**config.mk**
```make
export PLATFORM = sky130hd
export DESIGN_NAME = script_lexer_byte_tokenizer
export DESIGN_NICKNAME = d
export VERILOG_FILES = /design/src/sltok_pkg.sv /design/src/sltok_scan.sv /design/src/script_lexer_byte_tokenizer.sv
export VERILOG_INCLUDE_DIRS = /design/src /design/src/src
export SDC_FILE = /design/constraint.sdc
export NUM_CORES = 1
export LEC_CHECK = 0
export ABC_AREA = 1
export BUFFER_PORTS_ARGS = -buffer_cell sky130_fd_sc_hd__buf_2
export CAP_MARGIN = 30
export CORE_UTILIZATION = 55
export DETAILED_ROUTE_END_ITERATION = 10
export HOLD_SLACK_MARGIN = 0.08
export PLACE_DENSITY = 0.74
export SYNTH_ARGS = -nofsm -noshare
export SYNTH_HDL_FRONTEND = slang
export SYNTH_SLANG_ARGS = --single-unit
```
**constraint.sdc**
```tcl
create_clock -name clock -period 17.3 [get_ports clock]
set_input_delay 1.73 -clock clock [delete_from_list [all_inputs] [get_ports clock]]
set_output_delay 1.73 -clock clock [all_outputs]
set_load 0.01 [all_outputs]
```
**src/script_lexer_byte_tokenizer_macros.svh**
```systemverilog
// assertion macros shared by the tokenizer rtl
// expects signals named clock and reset in the using scope
`ifndef SCRIPT_LEXER_BYTE_TOKENIZER_MACROS_SVH
`define SCRIPT_LEXER_BYTE_TOKENIZER_MACROS_SVH

// same-cycle implication
`define SLT_ASSERT_SAME(label, ante, cons) \
   label: assert property (@(posedge clock) disable iff (reset) (ante) |-> (cons)) \
      else $error("assertion failed");

// next-cycle implication
`define SLT_ASSERT_NEXT(label, ante, cons) \
   label: assert property (@(posedge clock) disable iff (reset) (ante) |=> (cons)) \
      else $error("assertion failed");

`endif

```
**src/sltok_pkg.sv**
```systemverilog
// types, token codes and helper functions for the byte tokenizer
// no dependencies
`timescale 1ns / 1ps

package sltok_pkg;

   localparam int POS_BITS = 24;
   localparam int LINE_BITS = 24;
   localparam logic [POS_BITS-1:0] POS_MAX = {POS_BITS{1'b1}};
   localparam logic [POS_BITS-1:0] POS_ONE = {{(POS_BITS-1){1'b0}}, 1'b1};
   localparam logic [LINE_BITS-1:0] LINE_MAX = {LINE_BITS{1'b1}};

   typedef enum logic [3:0] {
      MODE_IDLE    = 4'd0,
      MODE_OP      = 4'd1,
      MODE_SLASH   = 4'd2,
      MODE_COMMENT = 4'd3,
      MODE_STRING  = 4'd4,
      MODE_INT     = 4'd5,
      MODE_FRAC    = 4'd6,
      MODE_WORD    = 4'd7
   } mode_type;

   localparam logic [1:0] KIND_TOKEN = 2'd0;
   localparam logic [1:0] KIND_BAD_CHAR = 2'd1;
   localparam logic [1:0] KIND_OPEN_STRING = 2'd2;

   localparam logic [5:0] TOK_LPAREN = 6'd0;
   localparam logic [5:0] TOK_RPAREN = 6'd1;
   localparam logic [5:0] TOK_LBRACE = 6'd2;
   localparam logic [5:0] TOK_RBRACE = 6'd3;
   localparam logic [5:0] TOK_COMMA = 6'd4;
   localparam logic [5:0] TOK_SEMI = 6'd5;
   localparam logic [5:0] TOK_DOT = 6'd6;
   localparam logic [5:0] TOK_QUESTION = 6'd7;
   localparam logic [5:0] TOK_COLON = 6'd8;
   localparam logic [5:0] TOK_PLUS = 6'd9;
   localparam logic [5:0] TOK_MINUS = 6'd10;
   localparam logic [5:0] TOK_STAR = 6'd11;
   localparam logic [5:0] TOK_SLASH = 6'd12;
   localparam logic [5:0] TOK_BANG = 6'd13;
   localparam logic [5:0] TOK_IDENT = 6'd21;
   localparam logic [5:0] TOK_STRING = 6'd22;
   localparam logic [5:0] TOK_NUMBER = 6'd23;
   localparam logic [5:0] TOK_KW0 = 6'd24;
   localparam logic [5:0] TOK_EOF = 6'd40;

   localparam int NUM_KW = 16;
   localparam logic [47:0] KW_TEXT [NUM_KW] = '{
      48'h000000646E61, 48'h007373616C63, 48'h000065736C65, 48'h0065736C6166,
      48'h0000006E7566, 48'h000000726F66, 48'h000000006669, 48'h0000006C696E,
      48'h00000000726F, 48'h00746E697270, 48'h6E7275746572, 48'h007265707573,
      48'h000073696874, 48'h000065757274, 48'h000000726176, 48'h00656C696877
   };
   localparam logic [2:0] KW_LEN [NUM_KW] = '{
      3'd3, 3'd5, 3'd4, 3'd5, 3'd3, 3'd3, 3'd2, 3'd3,
      3'd2, 3'd5, 3'd6, 3'd5, 3'd4, 3'd4, 3'd3, 3'd5
   };

   typedef struct packed {
      mode_type             mode;
      logic [1:0]           pend;
      logic [LINE_BITS-1:0] line;
      logic [POS_BITS-1:0]  pos;
      logic [POS_BITS-1:0]  start;
      logic [47:0]          kwbuf;
      logic [2:0]           wlen;
   } state_type;

   typedef struct packed {
      logic [1:0]  kind;
      logic [5:0]  ttype;
      logic [23:0] line;
      logic [23:0] start;
      logic [23:0] len;
      logic [7:0]  bad;
      logic        last;
   } result_type;

   typedef struct packed {
      logic       vld;
      result_type res;
   } emit_type;

   function automatic logic is_dig(input logic [7:0] c);
      return (c >= 8'h30) && (c <= 8'h39);
   endfunction

   function automatic logic is_alpha(input logic [7:0] c);
      return ((c >= 8'h61) && (c <= 8'h7A)) || ((c >= 8'h41) && (c <= 8'h5A));
   endfunction

   function automatic emit_type mk_emit(input logic [1:0] kind, input logic [5:0] ttype,
                                        input logic [LINE_BITS-1:0] line,
                                        input logic [POS_BITS-1:0] start,
                                        input logic [POS_BITS-1:0] len,
                                        input logic [7:0] bad);
      emit_type e;
      e.vld = 1'b1;
      e.res.kind = kind;
      e.res.ttype = ttype;
      e.res.line = line[23:0];
      e.res.start = 24'(start);
      e.res.len = 24'(len);
      e.res.bad = bad;
      e.res.last = 1'b0;
      return e;
   endfunction

   // parallel compare against the keyword table
   function automatic logic [5:0] word_type(input logic [47:0] kwbuf, input logic [2:0] wlen);
      logic [5:0] t;
      t = TOK_IDENT;
      for (int k = 0; k < NUM_KW; k++) begin
         if ((wlen == KW_LEN[k]) && (kwbuf == KW_TEXT[k])) begin
            t = TOK_KW0 + 6'(k);
         end
      end
      return t;
   endfunction

   // close the pending token that ends just before cur
   function automatic emit_type flush_tok(input state_type s, input logic [POS_BITS-1:0] cur,
                                          input logic at_end);
      emit_type e;
      logic [POS_BITS-1:0] len;
      len = cur - s.start;
      e = '0;
      case (s.mode)
         MODE_OP: e = mk_emit(KIND_TOKEN, TOK_BANG + {3'd0, s.pend, 1'b0}, s.line, s.start,
                              len, 8'd0);
         MODE_SLASH: e = mk_emit(KIND_TOKEN, TOK_SLASH, s.line, s.start, len, 8'd0);
         MODE_INT, MODE_FRAC: e = mk_emit(KIND_TOKEN, TOK_NUMBER, s.line, s.start, len, 8'd0);
         MODE_WORD: e = mk_emit(KIND_TOKEN, word_type(s.kwbuf, s.wlen), s.line, s.start, len,
                                8'd0);
         MODE_STRING: begin
            if (at_end) begin
               e = mk_emit(KIND_OPEN_STRING, 6'd0, s.line, s.start, len, 8'd0);
            end
         end
         default: e = '0;
      endcase
      return e;
   endfunction

endpackage

```
**src/sltok_scan.sv**
```systemverilog
// next-state and result logic for one source byte
// depends on sltok_pkg
`timescale 1ns / 1ps

module sltok_scan (
   input  sltok_pkg::state_type                  cur_state,
   input  logic [7:0]                            char_in,
   input  logic                                  is_last,
   input  logic [sltok_pkg::LINE_BITS-1:0]       first_line,
   output sltok_pkg::state_type                  next_state,
   output sltok_pkg::result_type                 res [3],
   output logic [1:0]                            res_count
);

   always_comb begin
      sltok_pkg::state_type n;
      sltok_pkg::emit_type e [4];
      logic [sltok_pkg::POS_BITS-1:0] pos;
      logic [sltok_pkg::POS_BITS-1:0] endp;
      logic used;
      logic [2:0] k;

      n = cur_state;
      pos = cur_state.pos;
      endp = (pos != sltok_pkg::POS_MAX) ? pos + 1'b1 : pos;
      used = 1'b1;
      for (int i = 0; i < 4; i++) e[i] = '0;

      case (cur_state.mode)
         sltok_pkg::MODE_OP: begin
            if (char_in == 8'h3D) begin
               e[0] = sltok_pkg::mk_emit(sltok_pkg::KIND_TOKEN,
                  sltok_pkg::TOK_BANG + {3'd0, cur_state.pend, 1'b1}, n.line, n.start,
                  endp - n.start, 8'd0);
               n.mode = sltok_pkg::MODE_IDLE;
            end else begin
               e[0] = sltok_pkg::flush_tok(cur_state, pos, 1'b0);
               used = 1'b0;
            end
         end
         sltok_pkg::MODE_SLASH: begin
            if (char_in == 8'h2F) begin
               n.mode = sltok_pkg::MODE_COMMENT;
            end else begin
               e[0] = sltok_pkg::flush_tok(cur_state, pos, 1'b0);
               used = 1'b0;
            end
         end
         sltok_pkg::MODE_COMMENT: begin
            if (char_in == 8'h0A) begin
               if (n.line != sltok_pkg::LINE_MAX) n.line = n.line + 1'b1;
               n.mode = sltok_pkg::MODE_IDLE;
            end
         end
         sltok_pkg::MODE_STRING: begin
            if (char_in == 8'h22) begin
               e[0] = sltok_pkg::mk_emit(sltok_pkg::KIND_TOKEN, sltok_pkg::TOK_STRING, n.line,
                  n.start, endp - n.start, 8'd0);
               n.mode = sltok_pkg::MODE_IDLE;
            end else if (char_in == 8'h0A) begin
               if (n.line != sltok_pkg::LINE_MAX) n.line = n.line + 1'b1;
            end
         end
         sltok_pkg::MODE_INT: begin
            if (char_in == 8'h2E) begin
               n.mode = sltok_pkg::MODE_FRAC;
            end else if (!sltok_pkg::is_dig(char_in)) begin
               e[0] = sltok_pkg::flush_tok(cur_state, pos, 1'b0);
               used = 1'b0;
            end
         end
         sltok_pkg::MODE_FRAC: begin
            if (!sltok_pkg::is_dig(char_in)) begin
               e[0] = sltok_pkg::flush_tok(cur_state, pos, 1'b0);
               used = 1'b0;
            end
         end
         sltok_pkg::MODE_WORD: begin
            if (sltok_pkg::is_alpha(char_in) || sltok_pkg::is_dig(char_in)) begin
               if (n.wlen < 3'd6) begin
                  for (int i = 0; i < 6; i++) begin
                     if (n.wlen == 3'(i)) n.kwbuf[8*i +: 8] = n.kwbuf[8*i +: 8] | char_in;
                  end
                  n.wlen = n.wlen + 1'b1;
               end else begin
                  n.wlen = 3'd7;
               end
            end else begin
               e[0] = sltok_pkg::flush_tok(cur_state, pos, 1'b0);
               used = 1'b0;
            end
         end
         default: used = 1'b0;
      endcase

      if (!used) begin
         n.mode = sltok_pkg::MODE_IDLE;
         n.start = pos;
         case (char_in)
            8'h20, 8'h09, 8'h0D: ;
            8'h0A: if (n.line != sltok_pkg::LINE_MAX) n.line = n.line + 1'b1;
            8'h28: e[1] = sltok_pkg::mk_emit(sltok_pkg::KIND_TOKEN, sltok_pkg::TOK_LPAREN,
                                             n.line, pos, sltok_pkg::POS_ONE, 8'd0);
            8'h29: e[1] = sltok_pkg::mk_emit(sltok_pkg::KIND_TOKEN, sltok_pkg::TOK_RPAREN,
                                             n.line, pos, sltok_pkg::POS_ONE, 8'd0);
            8'h7B: e[1] = sltok_pkg::mk_emit(sltok_pkg::KIND_TOKEN, sltok_pkg::TOK_LBRACE,
                                             n.line, pos, sltok_pkg::POS_ONE, 8'd0);
            8'h7D: e[1] = sltok_pkg::mk_emit(sltok_pkg::KIND_TOKEN, sltok_pkg::TOK_RBRACE,
                                             n.line, pos, sltok_pkg::POS_ONE, 8'd0);
            8'h2C: e[1] = sltok_pkg::mk_emit(sltok_pkg::KIND_TOKEN, sltok_pkg::TOK_COMMA,
                                             n.line, pos, sltok_pkg::POS_ONE, 8'd0);
            8'h3B: e[1] = sltok_pkg::mk_emit(sltok_pkg::KIND_TOKEN, sltok_pkg::TOK_SEMI,
                                             n.line, pos, sltok_pkg::POS_ONE, 8'd0);
            8'h2E: e[1] = sltok_pkg::mk_emit(sltok_pkg::KIND_TOKEN, sltok_pkg::TOK_DOT,
                                             n.line, pos, sltok_pkg::POS_ONE, 8'd0);
            8'h3F: e[1] = sltok_pkg::mk_emit(sltok_pkg::KIND_TOKEN, sltok_pkg::TOK_QUESTION,
                                             n.line, pos, sltok_pkg::POS_ONE, 8'd0);
            8'h3A: e[1] = sltok_pkg::mk_emit(sltok_pkg::KIND_TOKEN, sltok_pkg::TOK_COLON,
                                             n.line, pos, sltok_pkg::POS_ONE, 8'd0);
            8'h2B: e[1] = sltok_pkg::mk_emit(sltok_pkg::KIND_TOKEN, sltok_pkg::TOK_PLUS,
                                             n.line, pos, sltok_pkg::POS_ONE, 8'd0);
            8'h2D: e[1] = sltok_pkg::mk_emit(sltok_pkg::KIND_TOKEN, sltok_pkg::TOK_MINUS,
                                             n.line, pos, sltok_pkg::POS_ONE, 8'd0);
            8'h2A: e[1] = sltok_pkg::mk_emit(sltok_pkg::KIND_TOKEN, sltok_pkg::TOK_STAR,
                                             n.line, pos, sltok_pkg::POS_ONE, 8'd0);
            8'h2F: n.mode = sltok_pkg::MODE_SLASH;
            8'h21: begin n.mode = sltok_pkg::MODE_OP; n.pend = 2'd0; end
            8'h3D: begin n.mode = sltok_pkg::MODE_OP; n.pend = 2'd1; end
            8'h3C: begin n.mode = sltok_pkg::MODE_OP; n.pend = 2'd2; end
            8'h3E: begin n.mode = sltok_pkg::MODE_OP; n.pend = 2'd3; end
            8'h22: n.mode = sltok_pkg::MODE_STRING;
            default: begin
               if (sltok_pkg::is_dig(char_in)) begin
                  n.mode = sltok_pkg::MODE_INT;
               end else if (sltok_pkg::is_alpha(char_in)) begin
                  n.mode = sltok_pkg::MODE_WORD;
                  n.kwbuf = {40'd0, char_in};
                  n.wlen = 3'd1;
               end else begin
                  e[1] = sltok_pkg::mk_emit(sltok_pkg::KIND_BAD_CHAR, 6'd0, n.line, pos,
                                            sltok_pkg::POS_ONE, char_in);
               end
            end
         endcase
      end

      n.pos = endp;

      if (is_last) begin
         e[2] = sltok_pkg::flush_tok(n, endp, 1'b1);
         e[3] = sltok_pkg::mk_emit(sltok_pkg::KIND_TOKEN, sltok_pkg::TOK_EOF, n.line, endp, '0,
                                   8'd0);
         n = '0;
         n.mode = sltok_pkg::MODE_IDLE;
         n.line = first_line;
      end

      // pack the first three results in order
      for (int i = 0; i < 3; i++) res[i] = '0;
      k = 3'd0;
      for (int i = 0; i < 4; i++) begin
         if (e[i].vld && (k < 3'd3)) begin
            res[k[1:0]] = e[i].res;
            k = k + 1'b1;
         end
      end
      for (int i = 0; i < 3; i++) begin
         if (k == 3'(i + 1)) res[i].last = 1'b1;
      end

      next_state = n;
      res_count = k[1:0];
   end

endmodule

```
**src/script_lexer_byte_tokenizer.sv**
```systemverilog
// top level of the streaming byte tokenizer: state registers and result buffer
// depends on sltok_pkg, sltok_scan and script_lexer_byte_tokenizer_macros.svh
`timescale 1ns / 1ps
// results are registered: a result is shown in the cycle after the byte beat that causes it
// throughput: one byte per cycle while each byte gives at most one result and the
// output does not stall; a byte giving two or three results stalls the input
// while the result buffer drains one beat per cycle when the output does not stall
// reset: synchronous, clears scan state, first_line back to 1, buffer empty

`include "script_lexer_byte_tokenizer_macros.svh"

module script_lexer_byte_tokenizer (
   input  logic        clock,
   input  logic        reset,
   input  logic        req_valid,
   output logic        req_stall,
   input  logic [7:0]  req_char_in,
   input  logic        req_is_last,
   output logic        rsp_valid,
   input  logic        rsp_stall,
   output logic [1:0]  rsp_result_kind,
   output logic [5:0]  rsp_token_type,
   output logic [23:0] rsp_line_number,
   output logic [23:0] rsp_start_offset,
   output logic [23:0] rsp_token_length,
   output logic [7:0]  rsp_bad_char,
   output logic        rsp_last_of_run,
   input  logic        csr_wr_en,
   input  logic [23:0] csr_wr_data
);

   // scan state and the first_line register
   sltok_pkg::state_type state_ff, state_in;
   logic [23:0] first_line_ff, first_line_in;

   // result buffer: up to three results of one byte, head at entry 0
   sltok_pkg::result_type res_ff [3];
   sltok_pkg::result_type res_in [3];
   logic [1:0] cnt_ff, cnt_in;

   sltok_pkg::state_type scan_state;
   sltok_pkg::result_type scan_res [3];
   logic [1:0] scan_cnt;

   logic req_take;
   logic rsp_take;

   sltok_scan u_scan (
      .cur_state  (state_ff),
      .char_in    (req_char_in),
      .is_last    (req_is_last),
      .first_line (first_line_ff),
      .next_state (scan_state),
      .res        (scan_res),
      .res_count  (scan_cnt)
   );

   // the buffer can take a new byte once it is empty or its last beat leaves now
   assign rsp_valid = (cnt_ff != 2'd0);
   assign rsp_take = rsp_valid && !rsp_stall;
   assign req_stall = !((cnt_ff == 2'd0) || ((cnt_ff == 2'd1) && !rsp_stall));
   assign req_take = req_valid && !req_stall;

   always_comb begin
      state_in = state_ff;
      first_line_in = first_line_ff;
      if (req_take) state_in = scan_state;
      // a new first line applies at once while no byte of this source is in
      if (csr_wr_en) begin
         first_line_in = csr_wr_data;
         if ((state_ff.pos == '0) && (state_ff.mode == sltok_pkg::MODE_IDLE)) begin
            state_in.line = csr_wr_data;
         end
      end
   end

   always_comb begin
      res_in = res_ff;
      cnt_in = cnt_ff;
      if (req_take) begin
         res_in = scan_res;
         cnt_in = scan_cnt;
      end else if (rsp_take) begin
         // shift the next beat to the head
         res_in[0] = res_ff[1];
         res_in[1] = res_ff[2];
         cnt_in = cnt_ff - 1'b1;
      end
   end

   always_ff @(posedge clock) begin
      if (reset) begin
         state_ff <= '{mode: sltok_pkg::MODE_IDLE, line: 24'd1, default: '0};
         first_line_ff <= 24'd1;
         cnt_ff <= 2'd0;
      end else begin
         state_ff <= state_in;
         first_line_ff <= first_line_in;
         cnt_ff <= cnt_in;
      end
   end

   // payload only, no reset needed
   always_ff @(posedge clock) begin
      res_ff <= res_in;
   end

   assign rsp_result_kind = res_ff[0].kind;
   assign rsp_token_type = res_ff[0].ttype;
   assign rsp_line_number = res_ff[0].line;
   assign rsp_start_offset = res_ff[0].start;
   assign rsp_token_length = res_ff[0].len;
   assign rsp_bad_char = res_ff[0].bad;
   assign rsp_last_of_run = res_ff[0].last;

   // a final byte always leaves at least the end-of-source beat
   `SLT_ASSERT_NEXT(a_last_gives_result, req_take && req_is_last, rsp_valid)
   // a final byte restarts the source position and mode
   `SLT_ASSERT_NEXT(a_last_restarts, req_take && req_is_last,
                    (state_ff.pos == '0) && (state_ff.mode == sltok_pkg::MODE_IDLE))
   // the only buffered beat closes its run
   `SLT_ASSERT_SAME(a_single_is_last, cnt_ff == 2'd1, res_ff[0].last)

endmodule
```
==> results.json, run 1 <==
{
  "outcome": "finished, final reports clean",
  "antennaDiodeCount": 0,
  "post-route-period-util": 0.477,
  "critPathSlowestCell": "nand2_1",
  "ctsHoldBuffers": 0,
  "synth_xor_area_frac": 0.0198,
  "setup_violations": 0,
  "slew_headroom": 0.278,
  "vdd_ir_drop_max_uv": 229,
  "first_global_vias": 27781,
  "power_density_nw_per_um2": 126,
  "fin_setup_tns_ns": 0,
  "place_area_sq_um": 30700,
  "ctsLongestPathBuffers": 3,
  "synth_top_area_frac": 0.255,
  "synth_compound_area_frac": 0.167,
  "postSynthAreaPerCell_sq_um": 6.94,
  "max_cap_violations": 0,
  "cts.sinks": 413,
  "required_ns": 17.63,
  "syn_area_sq_um": 30400,
  "drc_errors": 0,
  "numCtsBuffers": 47,
  "num_vias": 30343,
  "clkSlewWorstSetupHoldPaths_ns": 0.06,
  "grt_first_pass_wirelength_mm": 157,
  "dp_hpwl_mm": 73.4,
  "cts_setup_buffers": 0,
  "rrSetupSlack_ns": 9.94,
  "synth_area_leader_cell": "edfxtp_1",
  "overflow": 0,
  "synth_fa_ha_area_frac": 0.0388,
  "endpoint_kind": "register",
  "worstPathArrival_ns": 8.58,
  "cp_top_family": "simple AND/OR/NAND/NOR gates",
  "cts_tree": "yes",
  "synth_top_family_by_area": "simple AND/OR/NAND/NOR gates",
  "synth_seq_area_share": 0.356,
  "maxClockFrequency_mhz": 121,
  "synth_edf_count": 258,
  "detail_route.iter0.violations": 3387,
  "syn_inst": 4385,
  "path_max_fanout": 62,
  "cts_resized": 0,
  "tightest_slew_ns": 1.07,
  "ant_nets": 0,
  "vias_per_cell": 6.02,
  "finalWirelength_mm": 101,
  "synthesis.nets": 4515,
  "final_cell_mix": "nand2_1 (1068), nor2_1 (532), inv_1 (379)",
  "globalRouteTotalUtil": 0.354,
  "fp.dieH_um": 237,
  "async_flop_share": 0,
  "gp_congestion": 1.01,
  "path_buf_inv": 7,
  "synth_cell_types": 71,
  "wl_per_cell_um": 20.1,
  "grt_setup_unrepaired": "false",
  "antenna_found_initial": 0,
  "drive_gt1_frac": 0.0956,
  "portBuffers": 128,
  "core.rowCount": 85,
  "die_w_um": 237,
  "crit_type": "input pin to register",
  "ys_warn_count": 0,
  "n_fill_cell": 5204,
  "skew_ns": 0.0223,
  "grt_max_degree": 170,
  "final_nets": 4433,
  "core_sq_um": 54200,
  "final_area_sq_um": 32300,
  "cts_root_buffer": "clkbuf_16",
  "synth_top_cells_by_area": "edfxtp_1 (25%), nand2_1 (13%), dfxtp_1 (10%)",
  "worst_hold_path_type": "register to register",
  "yosys_register_bits": 413,
  "insertion_delay_ns": 0.62,
  "p_leak_nw": 13.1,
  "min_period_ns": 8.25,
  "hold_violations": 0,
  "htree_levels": 2,
  "initial_core_util": 0.561,
  "cp-start-kind": "input pin",
  "finalMaxSlewViolations": 0,
  "syn_to_final_growth_pct": 5.97,
  "synth-simple-area-share": 0.313,
  "crit_top_cell": "nand2_1",
  "final_common_cell": "nand2_1",
  "cpPeakStageDelay_ns": 0.81,
  "dr.pass1.iters": 7,
  "die-area_sq_um": 56300,
  "synthMuxAreaShare": 0,
  "pin_count": 129,
  "synth-main-ff-cell": "edfxtp_1"
}
worst reg2reg max path: stages, from the launching register on:
cell and delay, ns:
dfxtp_1 0.45, nand2_1 0.13, nor2_1 0.78, nor2_4 0.20, nand3_1 0.21, nor2_4 0.07
nand3_4 0.08, buf_4 0.64, nand2_1 0.12, nand2_1 0.14, inv_2 0.06, nor2_2 0.10
inv_2 0.05, nand3_2 0.07, nand2_4 0.15, inv_4 0.24, nand2_1 0.12, fa_1 0.55
o21ai_0 0.31, inv_1 0.30, nand2_1 0.81, nand2_4 0.17, nor2_4 0.71, inv_2 0.36
o22ai_1 0.21, a21oi_1 0.06
worst paths after layout:
| path | to | depth (start not counted) | startpoint |
|---|---|---|---|
| worst min-delay path | first_line_ff[0] | 2 | first_line_ff[0] |
| worst min register to register | first_line_ff[0] | 2 | first_line_ff[0] |
| worst max-delay path | rsp_line_number[14] | 27 | req_char_in[6] |
| worst max register to register | rsp_line_number[14] | 25 | state_ff[125] |
cells by family (layout without fill, tap and decap cells):
logic type	after synthesis	after routing
AO/OA/AOI/OAI	899	899
flip-flops	413	413
AND/OR/NAND/NOR	2200	2200
XOR/XNOR	65	65
adder cells (fa/ha/maj)	92	92
buffers and inverters	716	673
layer usage:
layer	part of all wire	wire length [um]	track usage	vias up
met5	0	0	0	-
met3	0.076	7740	0.0475	328
li1	-	-	-	14559
met2	0.46	46800	0.576	1417
met1	0.40	40800	0.453	14039
met4	0.060	6060	0.203	0
metrics by stage:
step | worst slack, ns | total power [mW] | hold slack [ns] | utilization | cells
after floorplan | 1.82 | 2.80 | 0.430 | - | 4385
after global placement | 7.93 | 3.01 | 0.443 | 0.564 | 4943
after detailed placement | 8.63 | 3.04 | 0.445 | 0.566 | 4950
after CTS | 9.24 | 4.07 | 0.463 | 0.595 | 5038
after global routing | 8.69 | 4.28 | 0.488 | 0.595 | 5038
final | 9.05 | 4.07 | 0.461 | 0.595 | 5038
report_power, final:
| part | leakage [nW] | switching (mW) | internal, mW |
|---|---|---|---|
| clock network | 0.771 | 0.443 | 0.587 |
| logic | 8.50 | 1.04 | 0.408 |
| registers | 3.82 | 0.112 | 1.48 |
| total | 13.1 | 1.60 | 2.48 |
registers in the layout (all words and copies together) (netlist names):
register and count:
first_line_ff 24, rsp_bad_char 8, rsp_start_offset 24, rsp_line_number 24, rsp_result_kind 2, state_ff 129, cnt_ff 2, rsp_token_type 6
rsp_token_length 24, res_ff 169, rsp_last_of_run 1
cells in the mapped netlist (5+ instances only):
cell type / count
a21o_1: 5
a21oi_1: 331
a22o_1: 5
a31oi_1: 18
buf_1: 17
buf_2: 40
buf_4: 97
buf_6: 13
clkbuf_1: 124
dfxtp_1: 155
edfxtp_1: 258
ha_1: 88
inv_1: 380
inv_2: 41
nand2_1: 1070
nand2_2: 20
nand2_4: 6
nand3_1: 286
nand3_2: 7
nand3b_1: 13
nand4_1: 83
nor2_1: 534
nor2_2: 16
nor2_4: 14
nor3_1: 87
nor4_1: 25
o211ai_1: 35
o211ai_2: 10
o21a_1: 7
o21ai_0: 256
o21ai_1: 94
o21ai_2: 10
o21bai_1: 5
o221ai_1: 9
o22ai_1: 70
o31ai_1: 11
or2_2: 18
xnor2_1: 13
xor2_1: 49
area by class of cell:
cell class	count	area, sq um	share of cell area
flip-flops and latches	413	10900	0.336
clock inverters	34	337	0.0104
multi-input cells	3256	16400	0.510
clock buffers	54	1220	0.0379
inverters	425	1610	0.0498
well taps	696	871	0.0270
repair buffers	160	931	0.0289
Note: power is estimated with default switching activity, not from simulation.
==> run 2, diff against run 1 <==
==> constraint.sdc (replaced) <==
create_clock -name clock -period 8.1 [get_ports clock]
set_input_delay 0.81 -clock clock [delete_from_list [all_inputs] [get_ports clock]]
set_output_delay 0.81 -clock clock [all_outputs]
set_load 0.01 [all_outputs]
==> results.json, run 2 (synthesis results as in run 1) <==
{
  "critPathSlowestCell": "inv_1",
  "post-route-period-util": 0.832,
  "startpoint": "req_char_in[2]",
  "whs_ns": 0.422,
  "ctsHoldBuffers": 0,
  "overflow": 0,
  "min_period_ns": 6.74,
  "die_w_um": 237,
  "final_nets": 4438,
  "final_common_cell": "nand2_1",
  "grt_use_met3": 0.0566,
  "ctsLongestPathBuffers": 3,
  "slew_headroom": 0.298,
  "first_global_vias": 28170,
  "finalMaxSlewViolations": 0,
  "dr.pass1.iters": 7,
  "clkSlewWorstSetupHoldPaths_ns": 0.06,
  "finalWirelength_mm": 104,
  "cts_root_buffer": "clkbuf_16",
  "power_density_nw_per_um2": 274,
  "fp.dieH_um": 237,
  "drive_gt1_frac": 0.0960,
  "dp_hpwl_mm": 74.6,
  "fin_cells": 5042,
  "reg2reg_from": "state_ff[125]",
  "vias_per_cell": 6.03,
  "final_cell_mix": "nand2_1 (1068), nor2_1 (532), inv_1 (379)",
  "cts_setup_buffers": 0,
  "largestRegisters": "res_ff (169), state_ff (129)",
  "max_cap_violations": 0,
  "htree_levels": 2,
  "endpoint_kind": "register",
  "core_sq_um": 54200,
  "crit_top_cell": "nand2_1",
  "setup_violations": 0,
  "cpPeakStageDelay_ns": 0.60,
  "core.rowCount": 85,
  "regArea_sq_um": 10900,
  "antenna_found_initial": 0,
  "cp-start-kind": "input pin",
  "grt_max_degree": 169,
  "cts.sinks": 413,
  "placed_cells": 4954,
  "met2_usage": 0.589,
  "drc_errors": 0,
  "die-area_sq_um": 56300,
  "busiest_layer": "met2",
  "globalRouteTotalUtil": 0.360,
  "worstPathArrival_ns": 7.11,
  "hold_violations": 0,
  "insertion_delay_ns": 0.62,
  "fin_setup_tns_ns": 0,
  "syn_to_final_growth_pct": 6.31,
  "num_vias": 30401,
  "regMostFlops": "res_ff",
  "grt_first_pass_wirelength_mm": 159,
  "crit_type": "input pin to register",
  "gp_congestion": 1.03,
  "p_leak_nw": 13.1,
  "largest_reg_flops": 169,
  "cts_resized": 0,
  "detail_route.iter0.violations": 3421,
  "path_max_fanout": 43,
  "cts_tree": "yes",
  "ant_nets": 0,
  "skew_ns": 0.0270,
  "required_ns": 8.47,
  "portBuffers": 128,
  "maxClockFrequency_mhz": 148,
  "n_fill_cell": 5213,
  "initial_core_util": 0.561,
  "vdd_ir_drop_max_uv": 366,
  "numCtsBuffers": 46,
  "wl_per_cell_um": 20.6,
  "tightest_slew_ns": 1.04,
  "pin_count": 129,
  "multi_input_area_sq_um": 16400,
  "worst_hold_path_type": "input pin to register",
  "antennaDiodeCount": 0,
  "use_met1": 0.455,
  "grt_setup_unrepaired": "false",
  "min_from": "csr_wr_data[16]",
  "outcome": "finished, final reports clean"
}
run 2: layout make-up:
class | count | area share
Multi-Input combinational cell | 3256 | 0.508
Sequential cell | 413 | 0.335
Inverter | 425 | 0.0497
Clock buffer | 61 | 0.0403
Timing Repair Buffer | 166 | 0.0288
Tap cell | 696 | 0.0269
Clock inverter | 25 | 0.0111
run 2: per-stage QoR:
stage | util | instance area [sq um] | total power [mW] | setup WS [ns]
after global placement | 0.566 | 30700 | 6.45 | 1.13
final | 0.597 | 32400 | 8.86 | 1.36
after floorplan | - | 30400 | 5.81 | 1.98
after detailed placement | 0.566 | 30700 | 6.50 | 0.962
after global routing | 0.597 | 32400 | 9.27 | 0.747
after CTS | 0.596 | 32300 | 8.83 | 1.51
run 2: power breakdown:
| part | switching (mW) | internal (mW) |
|---|---|---|
| logic | 2.25 | 0.864 |
| clock network | 0.954 | 1.37 |
| registers | 0.255 | 3.17 |
| total | 3.46 | 5.40 |
run 2: worst max-delay path, delay by kind of cell:
family          cells  cell delay, ns
simple gates       17            2.51
fa+ha+maj           1            0.55
buf+inv            10            2.57
compound gates      2            0.60
run 2: path summary, 6_finish.rpt:
path	endpoint	slack, ns	depth (start not counted)
max	res_ff[159]	1.36	30
min	first_line_ff[16]	0.42	3
max reg2reg	res_ff[159]	1.69	23
min reg2reg	first_line_ff[0]	0.46	2
run 2: metal layers:
layer | wire [um] | vias to the layer above
li1 | - | 14540
met1 | 40700 | 13953
met2 | 48200 | 1585
met3 | 8890 | 323
met4 | 5870 | 0
met5 | 0 | -
